File: config.mk
export PLATFORM = sky130hd
export DESIGN_NAME = generational_handle_allocator_flat
export DESIGN_NICKNAME = d
export VERILOG_FILES = /design/src/hw/rtl/gha_pkg.sv /design/src/hw/rtl/gha_if.sv /design/src/hw/rtl/gha_slot_table.sv /design/src/hw/rtl/generational_handle_allocator.sv /design/src/flat_wrapper.sv
export SDC_FILE = /design/constraint.sdc
export NUM_CORES = 2
export LEC_CHECK = 0
export BUFFER_PORTS_ARGS = -buffer_cell sky130_fd_sc_hd__buf_2
export CAP_MARGIN = 20
export CORE_AREA = 4 4 358 360
export CTS_CLUSTER_SIZE = 16
export DETAILED_ROUTE_END_ITERATION = 10
export DIE_AREA = 0 0 362 364
export PLACE_DENSITY = 0.64
export SLEW_MARGIN = 0
export SYNTH_ARGS = -nofsm -noshare
export SYNTH_HDL_FRONTEND = slang
export SYNTH_SLANG_ARGS = --single-unit
File: constraint.sdc
create_clock -name clock -period 6.8 [get_ports clock]
set_clock_uncertainty 0.15 [all_clocks]
set_input_delay 0.34 -clock clock [delete_from_list [all_inputs] [get_ports clock]]
set_output_delay 0.34 -clock clock [all_outputs]
set_load 0.01 [all_outputs]
File: src/hw/rtl/gha_pkg.sv
// ----------------------------------------------------------------------------
// Generational handle allocator package
// Shared sizes, payload types and request and status codes.
// ----------------------------------------------------------------------------
package gha_pkg;

   localparam int SLOTS     = 64;
   localparam int SLOT_BITS = $clog2(SLOTS);
   localparam int GEN_BITS  = 16;

   typedef logic [SLOT_BITS-1:0] slot_type;
   typedef logic [GEN_BITS-1:0]  gen_type;

   // Request codes. The reserved code behaves as a check.
   localparam logic [1:0] REQ_CREATE = 2'd0;
   localparam logic [1:0] REQ_DELETE = 2'd1;
   localparam logic [1:0] REQ_CHECK  = 2'd2;

   // Status codes.
   localparam logic [1:0] STAT_DONE  = 2'd0;
   localparam logic [1:0] STAT_FULL  = 2'd1;
   localparam logic [1:0] STAT_STALE = 2'd2;

   typedef struct packed {
      logic [1:0] req_type;
      slot_type   slot_index;
      gen_type    handle_generation;
   } req_payload_type;

   typedef struct packed {
      logic [1:0] status;
      slot_type   out_slot;
      gen_type    out_generation;
      logic       is_alive;
   } rsp_payload_type;

   // Commands from the control logic to the slot table.
   typedef struct packed {
      logic     rd_en;
      slot_type rd_addr;
      logic     alive_set;
      logic     alive_clr;
      logic     gen_wr_en;
      slot_type wr_addr;
      gen_type  wr_gen;
   } tbl_cmd_type;

   // Status returned by the slot table.
   typedef struct packed {
      logic     free_found;
      slot_type free_slot;
      logic     rd_alive;
      gen_type  rd_gen;
   } tbl_sts_type;

endpackage

File: src/hw/rtl/gha_if.sv
// ----------------------------------------------------------------------------
// Generational handle allocator channels
// Valid/ready channels for requests and responses.
// ----------------------------------------------------------------------------
interface gha_req_if;
   import gha_pkg::*;

   logic            valid;
   logic            ready;
   req_payload_type data;

   modport source (output valid, output data, input ready);
   modport sink   (input valid, input data, output ready);
endinterface

interface gha_rsp_if;
   import gha_pkg::*;

   logic            valid;
   logic            ready;
   rsp_payload_type data;

   modport source (output valid, output data, input ready);
   modport sink   (input valid, input data, output ready);
endinterface

File: src/hw/rtl/gha_slot_table.sv
// ----------------------------------------------------------------------------
// Slot table
// Alive flags, lowest-free-slot search and the generation memory.
// ----------------------------------------------------------------------------
module gha_slot_table (
   input  logic                clock,
   input  logic                reset,
   input  gha_pkg::tbl_cmd_type cmd,
   output gha_pkg::tbl_sts_type sts
);
   import gha_pkg::*;

   logic [SLOTS-1:0] alive_ff;
   logic [SLOTS-1:0] gen_vld_ff;
   gen_type          gen_mem [SLOTS];
   gen_type          rd_gen_ff;
   logic             rd_vld_ff;
   logic             rd_alive_ff;
   logic             free_found;
   slot_type         free_slot;

   // Lowest slot whose alive flag is clear.
   always_comb begin
      free_found = 1'b0;
      free_slot  = '0;
      for (int i = SLOTS - 1; i >= 0; i--) begin
         if (!alive_ff[i]) begin
            free_found = 1'b1;
            free_slot  = slot_type'(i);
         end
      end
   end

   always_ff @(posedge clock) begin
      if (reset) begin
         alive_ff   <= '0;
         gen_vld_ff <= '0;
      end else begin
         if (cmd.alive_set) begin
            alive_ff[cmd.wr_addr] <= 1'b1;
         end
         if (cmd.alive_clr) begin
            alive_ff[cmd.wr_addr] <= 1'b0;
         end
         if (cmd.gen_wr_en) begin
            gen_vld_ff[cmd.wr_addr] <= 1'b1;
         end
      end
   end

   // Generation memory: one write port, one registered read port.
   // An entry that was never written reads as zero through its valid bit.
   always_ff @(posedge clock) begin
      if (cmd.gen_wr_en) begin
         gen_mem[cmd.wr_addr] <= cmd.wr_gen;
      end
      if (cmd.rd_en) begin
         rd_gen_ff   <= gen_mem[cmd.rd_addr];
         rd_vld_ff   <= gen_vld_ff[cmd.rd_addr];
         rd_alive_ff <= alive_ff[cmd.rd_addr];
      end
   end

   assign sts.free_found = free_found;
   assign sts.free_slot  = free_slot;
   assign sts.rd_alive   = rd_alive_ff;
   assign sts.rd_gen     = rd_vld_ff ? rd_gen_ff : '0;

endmodule

File: src/hw/rtl/generational_handle_allocator.sv
// ----------------------------------------------------------------------------
// Generational handle allocator
// Hands out slot handles with generation counts, frees and checks them.
// ----------------------------------------------------------------------------
//
//   Channel    Direction  Handshake      Payload
//   req_chan   in         valid/ready    req_type, slot_index, handle_generation
//   rsp_chan   out        valid/ready    status, out_slot, out_generation, is_alive
//
// Each request first reads the generation memory, then evaluates the handle,
// writes back and loads the response register. The generation memory has a
// single registered read port.
// The response register lets a new request be taken while an earlier
// response waits; the evaluate cycle stalls only if that register is full.
// After reset all slots are free with generation zero at once; there is no
// clearing pass.
//
module generational_handle_allocator (
   input logic      clock,
   input logic      reset,
   gha_req_if.sink   req_chan,
   gha_rsp_if.source rsp_chan
);
   import gha_pkg::*;

   typedef enum logic {
      ST_IDLE,
      ST_EXEC
   } state_type;

   state_type       state_ff, state_in;
   req_payload_type req_ff;
   rsp_payload_type rsp_data_ff, rsp_data_in;
   logic            rsp_valid_ff, rsp_valid_in;
   tbl_cmd_type     tbl_cmd;
   tbl_sts_type     tbl_sts;
   logic            accept;
   logic            commit;
   logic            is_create;
   logic            is_delete;
   logic            handle_ok;
   gen_type         next_gen;

   gha_slot_table u_slot_table (
      .clock (clock),
      .reset (reset),
      .cmd   (tbl_cmd),
      .sts   (tbl_sts)
   );

   // A request is taken only in idle, so the read issued on a transfer and
   // the write-back of the previous request never touch the memory in the
   // same cycle. No forwarding is needed.
   assign req_chan.ready = (state_ff == ST_IDLE);
   assign accept         = req_chan.valid && req_chan.ready;

   // The response register must be empty, or be emptied this cycle.
   assign commit = (state_ff == ST_EXEC) && (!rsp_valid_ff || rsp_chan.ready);

   assign is_create = (req_ff.req_type == REQ_CREATE);
   assign is_delete = (req_ff.req_type == REQ_DELETE);
   assign handle_ok = tbl_sts.rd_alive && (tbl_sts.rd_gen == req_ff.handle_generation);
   assign next_gen  = tbl_sts.rd_gen + gen_type'(1);

   always_comb begin
      tbl_cmd.rd_en     = accept;
      tbl_cmd.rd_addr   = (req_chan.data.req_type == REQ_CREATE) ? tbl_sts.free_slot
                                                                 : req_chan.data.slot_index;
      tbl_cmd.alive_set = commit && is_create && tbl_sts.free_found;
      tbl_cmd.alive_clr = commit && is_delete && handle_ok;
      tbl_cmd.gen_wr_en = commit && is_delete && handle_ok;
      tbl_cmd.wr_addr   = is_create ? tbl_sts.free_slot : req_ff.slot_index;
      tbl_cmd.wr_gen    = next_gen;
   end

   // Build the response. The alive flags do not change between the read and
   // this cycle, so the free-slot search still points at the slot just read.
   always_comb begin
      rsp_data_in = '0;
      if (is_create) begin
         if (tbl_sts.free_found) begin
            rsp_data_in.status         = STAT_DONE;
            rsp_data_in.out_slot       = tbl_sts.free_slot;
            rsp_data_in.out_generation = tbl_sts.rd_gen;
         end else begin
            rsp_data_in.status = STAT_FULL;
         end
      end else begin
         rsp_data_in.out_slot       = req_ff.slot_index;
         rsp_data_in.is_alive       = handle_ok;
         rsp_data_in.status         = handle_ok ? STAT_DONE : STAT_STALE;
         // A successful delete reports the generation after the bump.
         rsp_data_in.out_generation = (handle_ok && is_delete) ? next_gen : tbl_sts.rd_gen;
      end
   end

   always_comb begin
      state_in     = state_ff;
      rsp_valid_in = rsp_valid_ff;
      if (rsp_chan.ready) begin
         rsp_valid_in = 1'b0;
      end
      case (state_ff)
         ST_IDLE: begin
            if (accept) begin
               state_in = ST_EXEC;
            end
         end
         ST_EXEC: begin
            if (commit) begin
               state_in     = ST_IDLE;
               rsp_valid_in = 1'b1;
            end
         end
         default: begin
            state_in = ST_IDLE;
         end
      endcase
   end

   always_ff @(posedge clock) begin
      if (reset) begin
         state_ff     <= ST_IDLE;
         rsp_valid_ff <= 1'b0;
      end else begin
         state_ff     <= state_in;
         rsp_valid_ff <= rsp_valid_in;
      end
      if (accept) begin
         req_ff <= req_chan.data;
      end
      if (commit) begin
         rsp_data_ff <= rsp_data_in;
      end
   end

   assign rsp_chan.valid = rsp_valid_ff;
   assign rsp_chan.data  = rsp_data_ff;

   // A create must never hand out a slot that is already alive.
   assert property (@(posedge clock) disable iff (reset)
      commit && is_create && tbl_sts.free_found |-> !tbl_sts.rd_alive)
      else $error("create claimed a slot that is alive");

   // A new response appears only after an evaluate cycle committed it.
   assert property (@(posedge clock) disable iff (reset)
      $rose(rsp_valid_ff) |-> $past(commit))
      else $error("response appeared without a commit");

   // A full table reports an empty handle.
   assert property (@(posedge clock) disable iff (reset)
      rsp_valid_ff && (rsp_data_ff.status == STAT_FULL) |->
         (rsp_data_ff.out_slot == '0) && (rsp_data_ff.out_generation == '0)
         && !rsp_data_ff.is_alive)
      else $error("full response carries a handle");

   // A slot is never claimed and freed in the same cycle.
   assert property (@(posedge clock) disable iff (reset)
      tbl_cmd.alive_clr |-> !tbl_cmd.alive_set)
      else $error("slot set and cleared in one cycle");

endmodule

File: src/flat_wrapper.sv
// flat-port wrapper written by rule: the top's interface ports become plain ports
module generational_handle_allocator_flat import gha_pkg::*;
  (clock, reset, req_chan_valid, req_chan_data, req_chan_ready, rsp_chan_valid, rsp_chan_data, rsp_chan_ready);
  gha_req_if req_chan_i ();
  gha_rsp_if rsp_chan_i ();
  input logic clock;
  input logic reset;
  input wire logic [$bits(req_chan_i.valid)-1:0] req_chan_valid;
  input wire logic [$bits(req_chan_i.data)-1:0] req_chan_data;
  output wire logic [$bits(req_chan_i.ready)-1:0] req_chan_ready;
  output wire logic [$bits(rsp_chan_i.valid)-1:0] rsp_chan_valid;
  output wire logic [$bits(rsp_chan_i.data)-1:0] rsp_chan_data;
  input wire logic [$bits(rsp_chan_i.ready)-1:0] rsp_chan_ready;
  assign req_chan_i.valid = req_chan_valid;
  assign req_chan_i.data = req_chan_data;
  assign req_chan_ready = req_chan_i.ready;
  assign rsp_chan_valid = rsp_chan_i.valid;
  assign rsp_chan_data = rsp_chan_i.data;
  assign rsp_chan_i.ready = rsp_chan_ready;
  generational_handle_allocator u_core (.clock(clock), .reset(reset), .req_chan(req_chan_i), .rsp_chan(rsp_chan_i));
endmodule
# ---- After elaboration in Yosys (flattened, before gate mapping)
# Memory sizes are Yosys's and may differ from the RTL's. A register that Yosys moved wholly into a read port is not among the register bits.
# Index checks and enable logic that the tools add are counted.
dict set report word_totals {
  reg_bits 181
  latchBits 0
  ramBits 1024
  rom_bits 0
  input_bits 28
  out_inout_bits 27
  wordCells 191
  n_memories 1
}
dict set report classes {
  n_addsub 1
  mul 0
  div_mod_pow 0
  magnitude_cmp 3
  n_eq_ne 2
  n_shift 0
  n_mux 153
  bitwise 5
  reduce_logical 13
}
# memory words word_bits read_ports rd_clocked_by_memory_dff write_ports line
set mem_list {}
lappend mem_list {u_core.u_slot_table.gen_mem 64 16 1 1 1 gha_slot_table.sv:15} ;# gen_type gen_mem [SLOTS];
# cell n
set ops {}
lappend ops {{$mux W6} 66}
lappend ops {{$mux W64} 3}
lappend ops {{$or A64 B64 Y64} 2}
lappend ops {{$mux W1} 75}
lappend ops {{$and A64 B64 Y64} 1}
lappend ops {{$not A64 Y64} 1}
lappend ops {{$mux W16} 2}
lappend ops {{$mux W24} 1}
lappend ops {{$mux W22} 1}
lappend ops {{$add A16 B1 Y16 const B} 1}
lappend ops {{$eq A16 B16 Y1} 1}
lappend ops {{$lt A6 B7 Y1 const B} 2}
lappend ops {{$bmux W1 S6} 2}
lappend ops {{$logic_and A1 B1 Y1} 9}
lappend ops {{$demux W1 S6} 1}
lappend ops {{$ge A6 B1 Y1 const B} 1}
lappend ops {{$logic_not A2 Y1} 2}
lappend ops {{$eq A2 B1 Y1 const B} 1}
lappend ops {{$mux W2} 1}
lappend ops {{$pmux W1 S2} 1}
lappend ops {{$logic_not A1 Y1} 1}
lappend ops {{$logic_or A1 B1 Y1} 1}
lappend ops {{$not A1 Y1} 1}

# ---- Depth between registers and ports, before layout
dict set report logic_depth {
  ltp_word 74
  ltp_mapped 16
  depth_no_buf 12
}

# ---- Modules after synthesis
# A second synthesis with hierarchy kept.
dict set report unflattened {
  hier_cells 2587
  area_unflattened_um2 48062.3
}
# module n_inst cells_per_inst area_per_inst_um2 seq_area_each_um2
set modules_own_cells {}
lappend modules_own_cells {gha_slot_table 1 2376 45398.5 33852.5}
lappend modules_own_cells {generational_handle_allocator 1 211 2663.8 1511.4}

# ---- Worst setup path after synthesis
# OpenSTA, ideal clock, no wires.
dict set report synth_timing {
  path_kind {reg2reg}
  start {register u_core.u_slot_table.rd_vld_ff}
  end {memory u_core.u_slot_table.gen_mem[0][14] in the netlist's numbering, data pin}
  arrival_time_ps 5404
  t_required_ps 6126
  path_slack_ps 722
  path_stages_with_launch 16
  n_path_buf 4
  path_cell_list {edfxtp_1 clkbuf_1 clkbuf_1 clkbuf_1 clkbuf_1 nand2_1 inv_1 ha_1 nand2_1 nor3_1 and3_1 and4_1 and3_1 nand3_1 xor2_1 nor2b_1}
}
dict set report synth_between {
  elab_chain_len 2
}
# item line
set synth_lines {}
lappend synth_lines {{start, declared} gha_slot_table.sv:17} ;# logic rd_vld_ff;
lappend synth_lines {{start signal, assigned} gha_slot_table.sv:59} ;# rd_vld_ff <= gen_vld_ff[cmd.rd_addr];
lappend synth_lines {{$mux W16} gha_slot_table.sv:67} ;# assign sts.rd_gen = rd_vld_ff ? rd_gen_ff : '0;
lappend synth_lines {{$add A16 B1 Y16} generational_handle_allocator.sv:63} ;# assign next_gen = tbl_sts.rd_gen + gen_type'(1);
lappend synth_lines {{via u_core.next_gen[14]} generational_handle_allocator.sv:42} ;# gen_type next_gen;
lappend synth_lines {{end, declared} gha_slot_table.sv:15}
# The timed path passes the listed nets, and every way through them passes these cells.

# ---- Worst setup path after layout
dict set report layout_timing {
  start {register u_core.u_slot_table.alive_ff[25]}
  end {register u_core.u_slot_table.rd_gen_ff[8], read port of u_core.u_slot_table.gen_mem, data pin}
}
dict set report layout_between {
  elab_chain_len 27
}
# item line
set layout_lines {}
lappend layout_lines {{start, declared} gha_slot_table.sv:13} ;# logic [SLOTS-1:0] alive_ff;
lappend layout_lines {{start signal, assigned} gha_slot_table.sv:36} ;# alive_ff <= '0;
lappend layout_lines {{start signal, assigned by index} gha_slot_table.sv:40} ;# alive_ff[cmd.wr_addr] <= 1'b1;
lappend layout_lines {{start signal, assigned by index} gha_slot_table.sv:43} ;# alive_ff[cmd.wr_addr] <= 1'b0;
lappend layout_lines {{$mux W6 (26 in a row)} gha_slot_table.sv:27} ;# if (!alive_ff[i]) begin
lappend layout_lines {{$mux W6} generational_handle_allocator.sv:67} ;# tbl_cmd.rd_addr = (req_chan.data.req_type == REQ_CREATE) ? tbl_sts.free_slot
lappend layout_lines {{end, declared} gha_slot_table.sv:16} ;# gen_type rd_gen_ff;
# No other way between the ends.
# A chain may end at the register's enable or synchronous reset.

==> impl_metrics.ini <==
[global_route]
globalRouteTotalUtil_pct = 21.8
overflow = 0
antenna_found_initial = 5
pin_count_of_the_biggest_net_entering_global_routing = 144
grt_first_pass_wirelength_um = 215000
grt_pass1_vias = 31400

[clock_tree]
tritoncts = yes
cts_post_setup_buffers_inserted = 0
cts_sinks = 1221
clock_tree.buffer_depth = 3
cts.clk_slew.worst_paths_ns = 0.07
cts_max_level = 4
cts_resized = 0
ctsHoldBuffers = 29
tritoncts.num_buffers = 130
clock-root-buffer = sky130_fd_sc_hd__clkbuf_16
insertion_delay_to_the_later_sink_of_the_worst_skew_pair_ns = 0.76

[status]
outcome = finished clean

[power_and_ir_drop]
cell_internal_pwr_mw = 12.7
switchingPower_mw = 4.01
sw_frac_of_total_pct = 24.0
clkPwrFrac_pct = 41.7
comb_power_share_pct = 8.2
ir_worst_vdd_mv = 0.283
p_leak_nw = 19.3
pwr_density_cell_nw_per_um2 = 294
sequentialPowerShare_pct = 50.1

[finish]
final_cell_area_um2 = 56900
area_delta_synth_final_pct = 14.1
antenna_cells = 0
fin_nets = 4172
drive_above_1_share_pct = 11.4

[timing]
max_freq_mhz = 175
timing_worst_slew_pin_value_ns = 1.21
unrepaired_setup_endpoints_after_global_routing = no
post-route-min-period_ns = 5.73
finalSetupTns_ns = 0
final-max-slew-violation-count = 0
period_share_pct = 84.3
hold_violations = 0
max-slew-margin-rel_pct = 19.1
postLayoutSetupSlackWorst_ns = 1.07
finalSetupViolCount = 0

[logic_synthesis]
top_cells_by_area_synth = sky130_fd_sc_hd__edfxtp_1 66%, sky130_fd_sc_hd__nand2_1 7.8%, sky130_fd_sc_hd__dfxtp_1 5.2%
synth.ff_latch_count = 1221
synthDominantCellAreaShare_pct = 65.8
netlist_area_pre_place_um2 = 49800
postSynthCellCount = 4061
asr_flop_ratio_synth_pct = 0
synth_area_per_cell_um2 = 12.3
netlist.top_cell.by_area = sky130_fd_sc_hd__edfxtp_1
ys_dominant_reg_cell = sky130_fd_sc_hd__edfxtp_1
warning_count_from_the_yosys_run = 0
synth_nets = 4090
synth_edf_count = 1091
ys_types = 82
ys_seq_area_share_pct = 71.0

[floorplanning]
floorplan.die_area_um2 = 132000
fp.coreArea_um2 = 125000
io_pins = 55
die-height_um = 364
die-width_um = 362
floorplan.initialDensity_pct = 39.8
num_rows = 130

[place]
post_dp_cell_area_um2 = 52300
routabilityCongestion = 0.994
detailedPlace.worstSlack_ns = 1.25
place_hpwl_um = 88000
port_buffers = 54

[critical_path]
critPathLaunch = u_core.u_slot_table.alive_ff[25]
worst_setup_path_end_kind = flop
worst-r2r-cell-count = 13
timing.critical_path.fanout_max = 70
crit_type = reg -> reg
critical_path.endpoint = u_core.u_slot_table.rd_gen_ff[8]
worst-r2r-setup-slack_ns = 1.07
worstPathArrival_ns = 6.17
crit-reg2reg-launch = u_core.u_slot_table.alive_ff[25]
crit-reg2reg-capture = u_core.u_slot_table.rd_gen_ff[8]
crit_required_ns = 7.24
crit_path_start_kind = flop

[detailed_routing]
postRouteWirelength_um = 147000
total_number_of_vias = 34000
detail-route-antenna-nets = 0
dr.first_iter.drc_count = 4418
number_of_detailed_routing_iterations_run_before_antenna_repair = 6
drt_drc_violations_left = 0
avgRoutedWirePerCell_um = 25.0
avgViaCountPerCell = 5.77

[run]
max-cap-violations = 0

[worst_hold_path]
hold_wc_path_type = in -> reg
[power groups by stage]
| stage | Clock (mW) | Combinational (mW) | Sequential, mW |
|---|---|---|---|
| 2_1_floorplan | 0 | 0.734 | 8.53 |
| 3_3_place_gp | 0 | 1.31 | 8.54 |
| 3_5_place_dp | 0 | 1.33 | 8.54 |
| 4_1_cts | 7.07 | 1.35 | 8.38 |
| 5_1_grt | 7.37 | 1.44 | 8.38 |
| 6_report | 6.99 | 1.37 | 8.39 |
[worst min-delay path by stage]
stage	startpoint	to	depth (start not counted)
CTS	req_chan_data[12]	u_core.req_ff[12]	2
floorplan	u_core.u_slot_table.gen_vld_ff[10]	u_core.u_slot_table.gen_vld_ff[10]	2
global route	req_chan_data[6]	u_core.req_ff[6]	2
finish	req_chan_data[6]	u_core.req_ff[6]	2
detailed placement	u_core.u_slot_table.gen_vld_ff[4]	u_core.u_slot_table.gen_vld_ff[4]	2
global placement	u_core.u_slot_table.gen_vld_ff[10]	u_core.u_slot_table.gen_vld_ff[10]	2
[through the flow]
| stage | instances | hold slack (ns) | power, mW | util [%] |
|---|---|---|---|---|
| global placement | 5623 | 0.292 | 9.85 | 41.8 |
| global route | 5894 | 0.149 | 17.2 | 45.5 |
| finish | 5894 | 0.157 | 16.7 | 45.5 |
| CTS | 5891 | 0.108 | 16.8 | 45.4 |
| detailed placement | 5629 | 0.300 | 9.87 | 41.8 |
| floorplan | 4061 | 0.279 | 9.27 | - |
[cell type report]
| class | count | area, um^2 |
|---|---|---|
| Clock buffer | 163 | 3480 |
| Clock inverter | 70 | 698 |
| Fill cell | 11000 | 68200 |
| Inverter | 25 | 93.8 |
| Multi-Input combinational cell | 2561 | 13500 |
| Sequential cell | 1221 | 35400 |
| Tap cell | 1650 | 2060 |
| Timing Repair Buffer | 204 | 1660 |
[logic make-up (layout without fill, tap and decap cells)]
family                   Yosys count  count (layout)  synth area share [%]
AO/OA/AOI/OAI                    576             576                  7.50
AND/OR/NAND/NOR                 1840            1840                  16.1
XOR/XNOR                          18              18                 0.316
buffers and inverters            279             462                  2.53
flip-flops                      1221            1221                  71.0
adder cells (fa/ha/maj)            1               1                0.0251
multiplexers                     126             126                  2.58
[metal layers]
metal	share of wire [%]	vias up	track usage, %
met1	42	16800	30.8
met3	9.3	307	3.74
met2	45	1801	33.8
li1	-	15100	-
met4	4.0	2	8.49
met5	0.0088	-	0
[layout by cell type, fill, tap and decap left out, types with 8 or more instances in the layout]
cell,synthesis,routed
sky130_fd_sc_hd__inv_1,23,23
sky130_fd_sc_hd__bufinv_16,0,11
sky130_fd_sc_hd__xnor2_1,13,8
sky130_fd_sc_hd__nor2b_1,18,10
sky130_fd_sc_hd__a211oi_1,37,37
sky130_fd_sc_hd__clkinv_2,0,23
sky130_fd_sc_hd__nor2_2,5,35
sky130_fd_sc_hd__o21ai_0,25,24
sky130_fd_sc_hd__nor2_1,196,162
sky130_fd_sc_hd__nor2b_4,0,8
sky130_fd_sc_hd__buf_4,12,103
sky130_fd_sc_hd__and4b_1,16,16
sky130_fd_sc_hd__edfxtp_1,1091,1091
sky130_fd_sc_hd__and2_1,9,10
sky130_fd_sc_hd__clkbuf_16,0,133
sky130_fd_sc_hd__inv_6,0,8
sky130_fd_sc_hd__a21oi_1,210,210
sky130_fd_sc_hd__and3_1,16,16
sky130_fd_sc_hd__o22ai_1,18,17
sky130_fd_sc_hd__nand2b_1,11,10
sky130_fd_sc_hd__nand2_1,1029,1027
sky130_fd_sc_hd__a32oi_1,51,51
sky130_fd_sc_hd__buf_12,0,10
sky130_fd_sc_hd__a31oi_1,124,124
sky130_fd_sc_hd__dlygate4sd3_1,0,29
sky130_fd_sc_hd__nand4_1,22,22
sky130_fd_sc_hd__a31o_2,27,27
sky130_fd_sc_hd__a31o_1,9,9
sky130_fd_sc_hd__clkinv_1,0,19
sky130_fd_sc_hd__nor3_1,52,52
sky130_fd_sc_hd__dfxtp_1,130,130
sky130_fd_sc_hd__buf_2,73,56
sky130_fd_sc_hd__o31ai_1,8,8
sky130_fd_sc_hd__nand3_1,405,404
sky130_fd_sc_hd__mux2i_1,117,116
sky130_fd_sc_hd__nor4_1,25,25
sky130_fd_sc_hd__clkbuf_1,129,26
sky130_fd_sc_hd__o211ai_1,11,11
[sequential cells by signal, indices dropped and copies added, names as in the netlist]
signal	flops
u_core.u_slot_table.gen_vld_ff	64
u_core.state_ff	1
u_core.req_ff	24
u_core.rsp_chan.data	25
u_core.u_slot_table.alive_ff	64
u_core.u_slot_table.rd_gen_ff	16
u_core.u_slot_table.gen_mem	1024
u_core.u_slot_table.rd_alive_ff	1
u_core.rsp_chan.valid	1
u_core.u_slot_table.rd_vld_ff	1
[cell usage after synthesis, drive strengths merged, types with 36 or more instances]
cell type     n
nor3         56
clkbuf      129
a211oi       39
nand3       405
mux2i       118
a31oi       124
edfxtp     1091
buf         125
nand2      1029
nor2        202
a21oi       210
a31o         36
dfxtp       130
a32oi        51
[critical path, cell delays in order (launching register included)]
cell	delay (ns)
sky130_fd_sc_hd__dfxtp_1	0.44
sky130_fd_sc_hd__nand4_1	0.25
sky130_fd_sc_hd__nor2b_1	0.21
sky130_fd_sc_hd__nor4_1	0.20
sky130_fd_sc_hd__o311a_1	0.35
sky130_fd_sc_hd__o22a_4	0.75
sky130_fd_sc_hd__buf_4	0.60
sky130_fd_sc_hd__buf_4	0.69
sky130_fd_sc_hd__nand2_1	0.11
sky130_fd_sc_hd__nand3_1	0.10
sky130_fd_sc_hd__nand3_1	0.12
sky130_fd_sc_hd__and4b_1	0.30
sky130_fd_sc_hd__nor4_1	0.99
sky130_fd_sc_hd__a31o_1	0.21
Power figures use the tool's default switching activity.
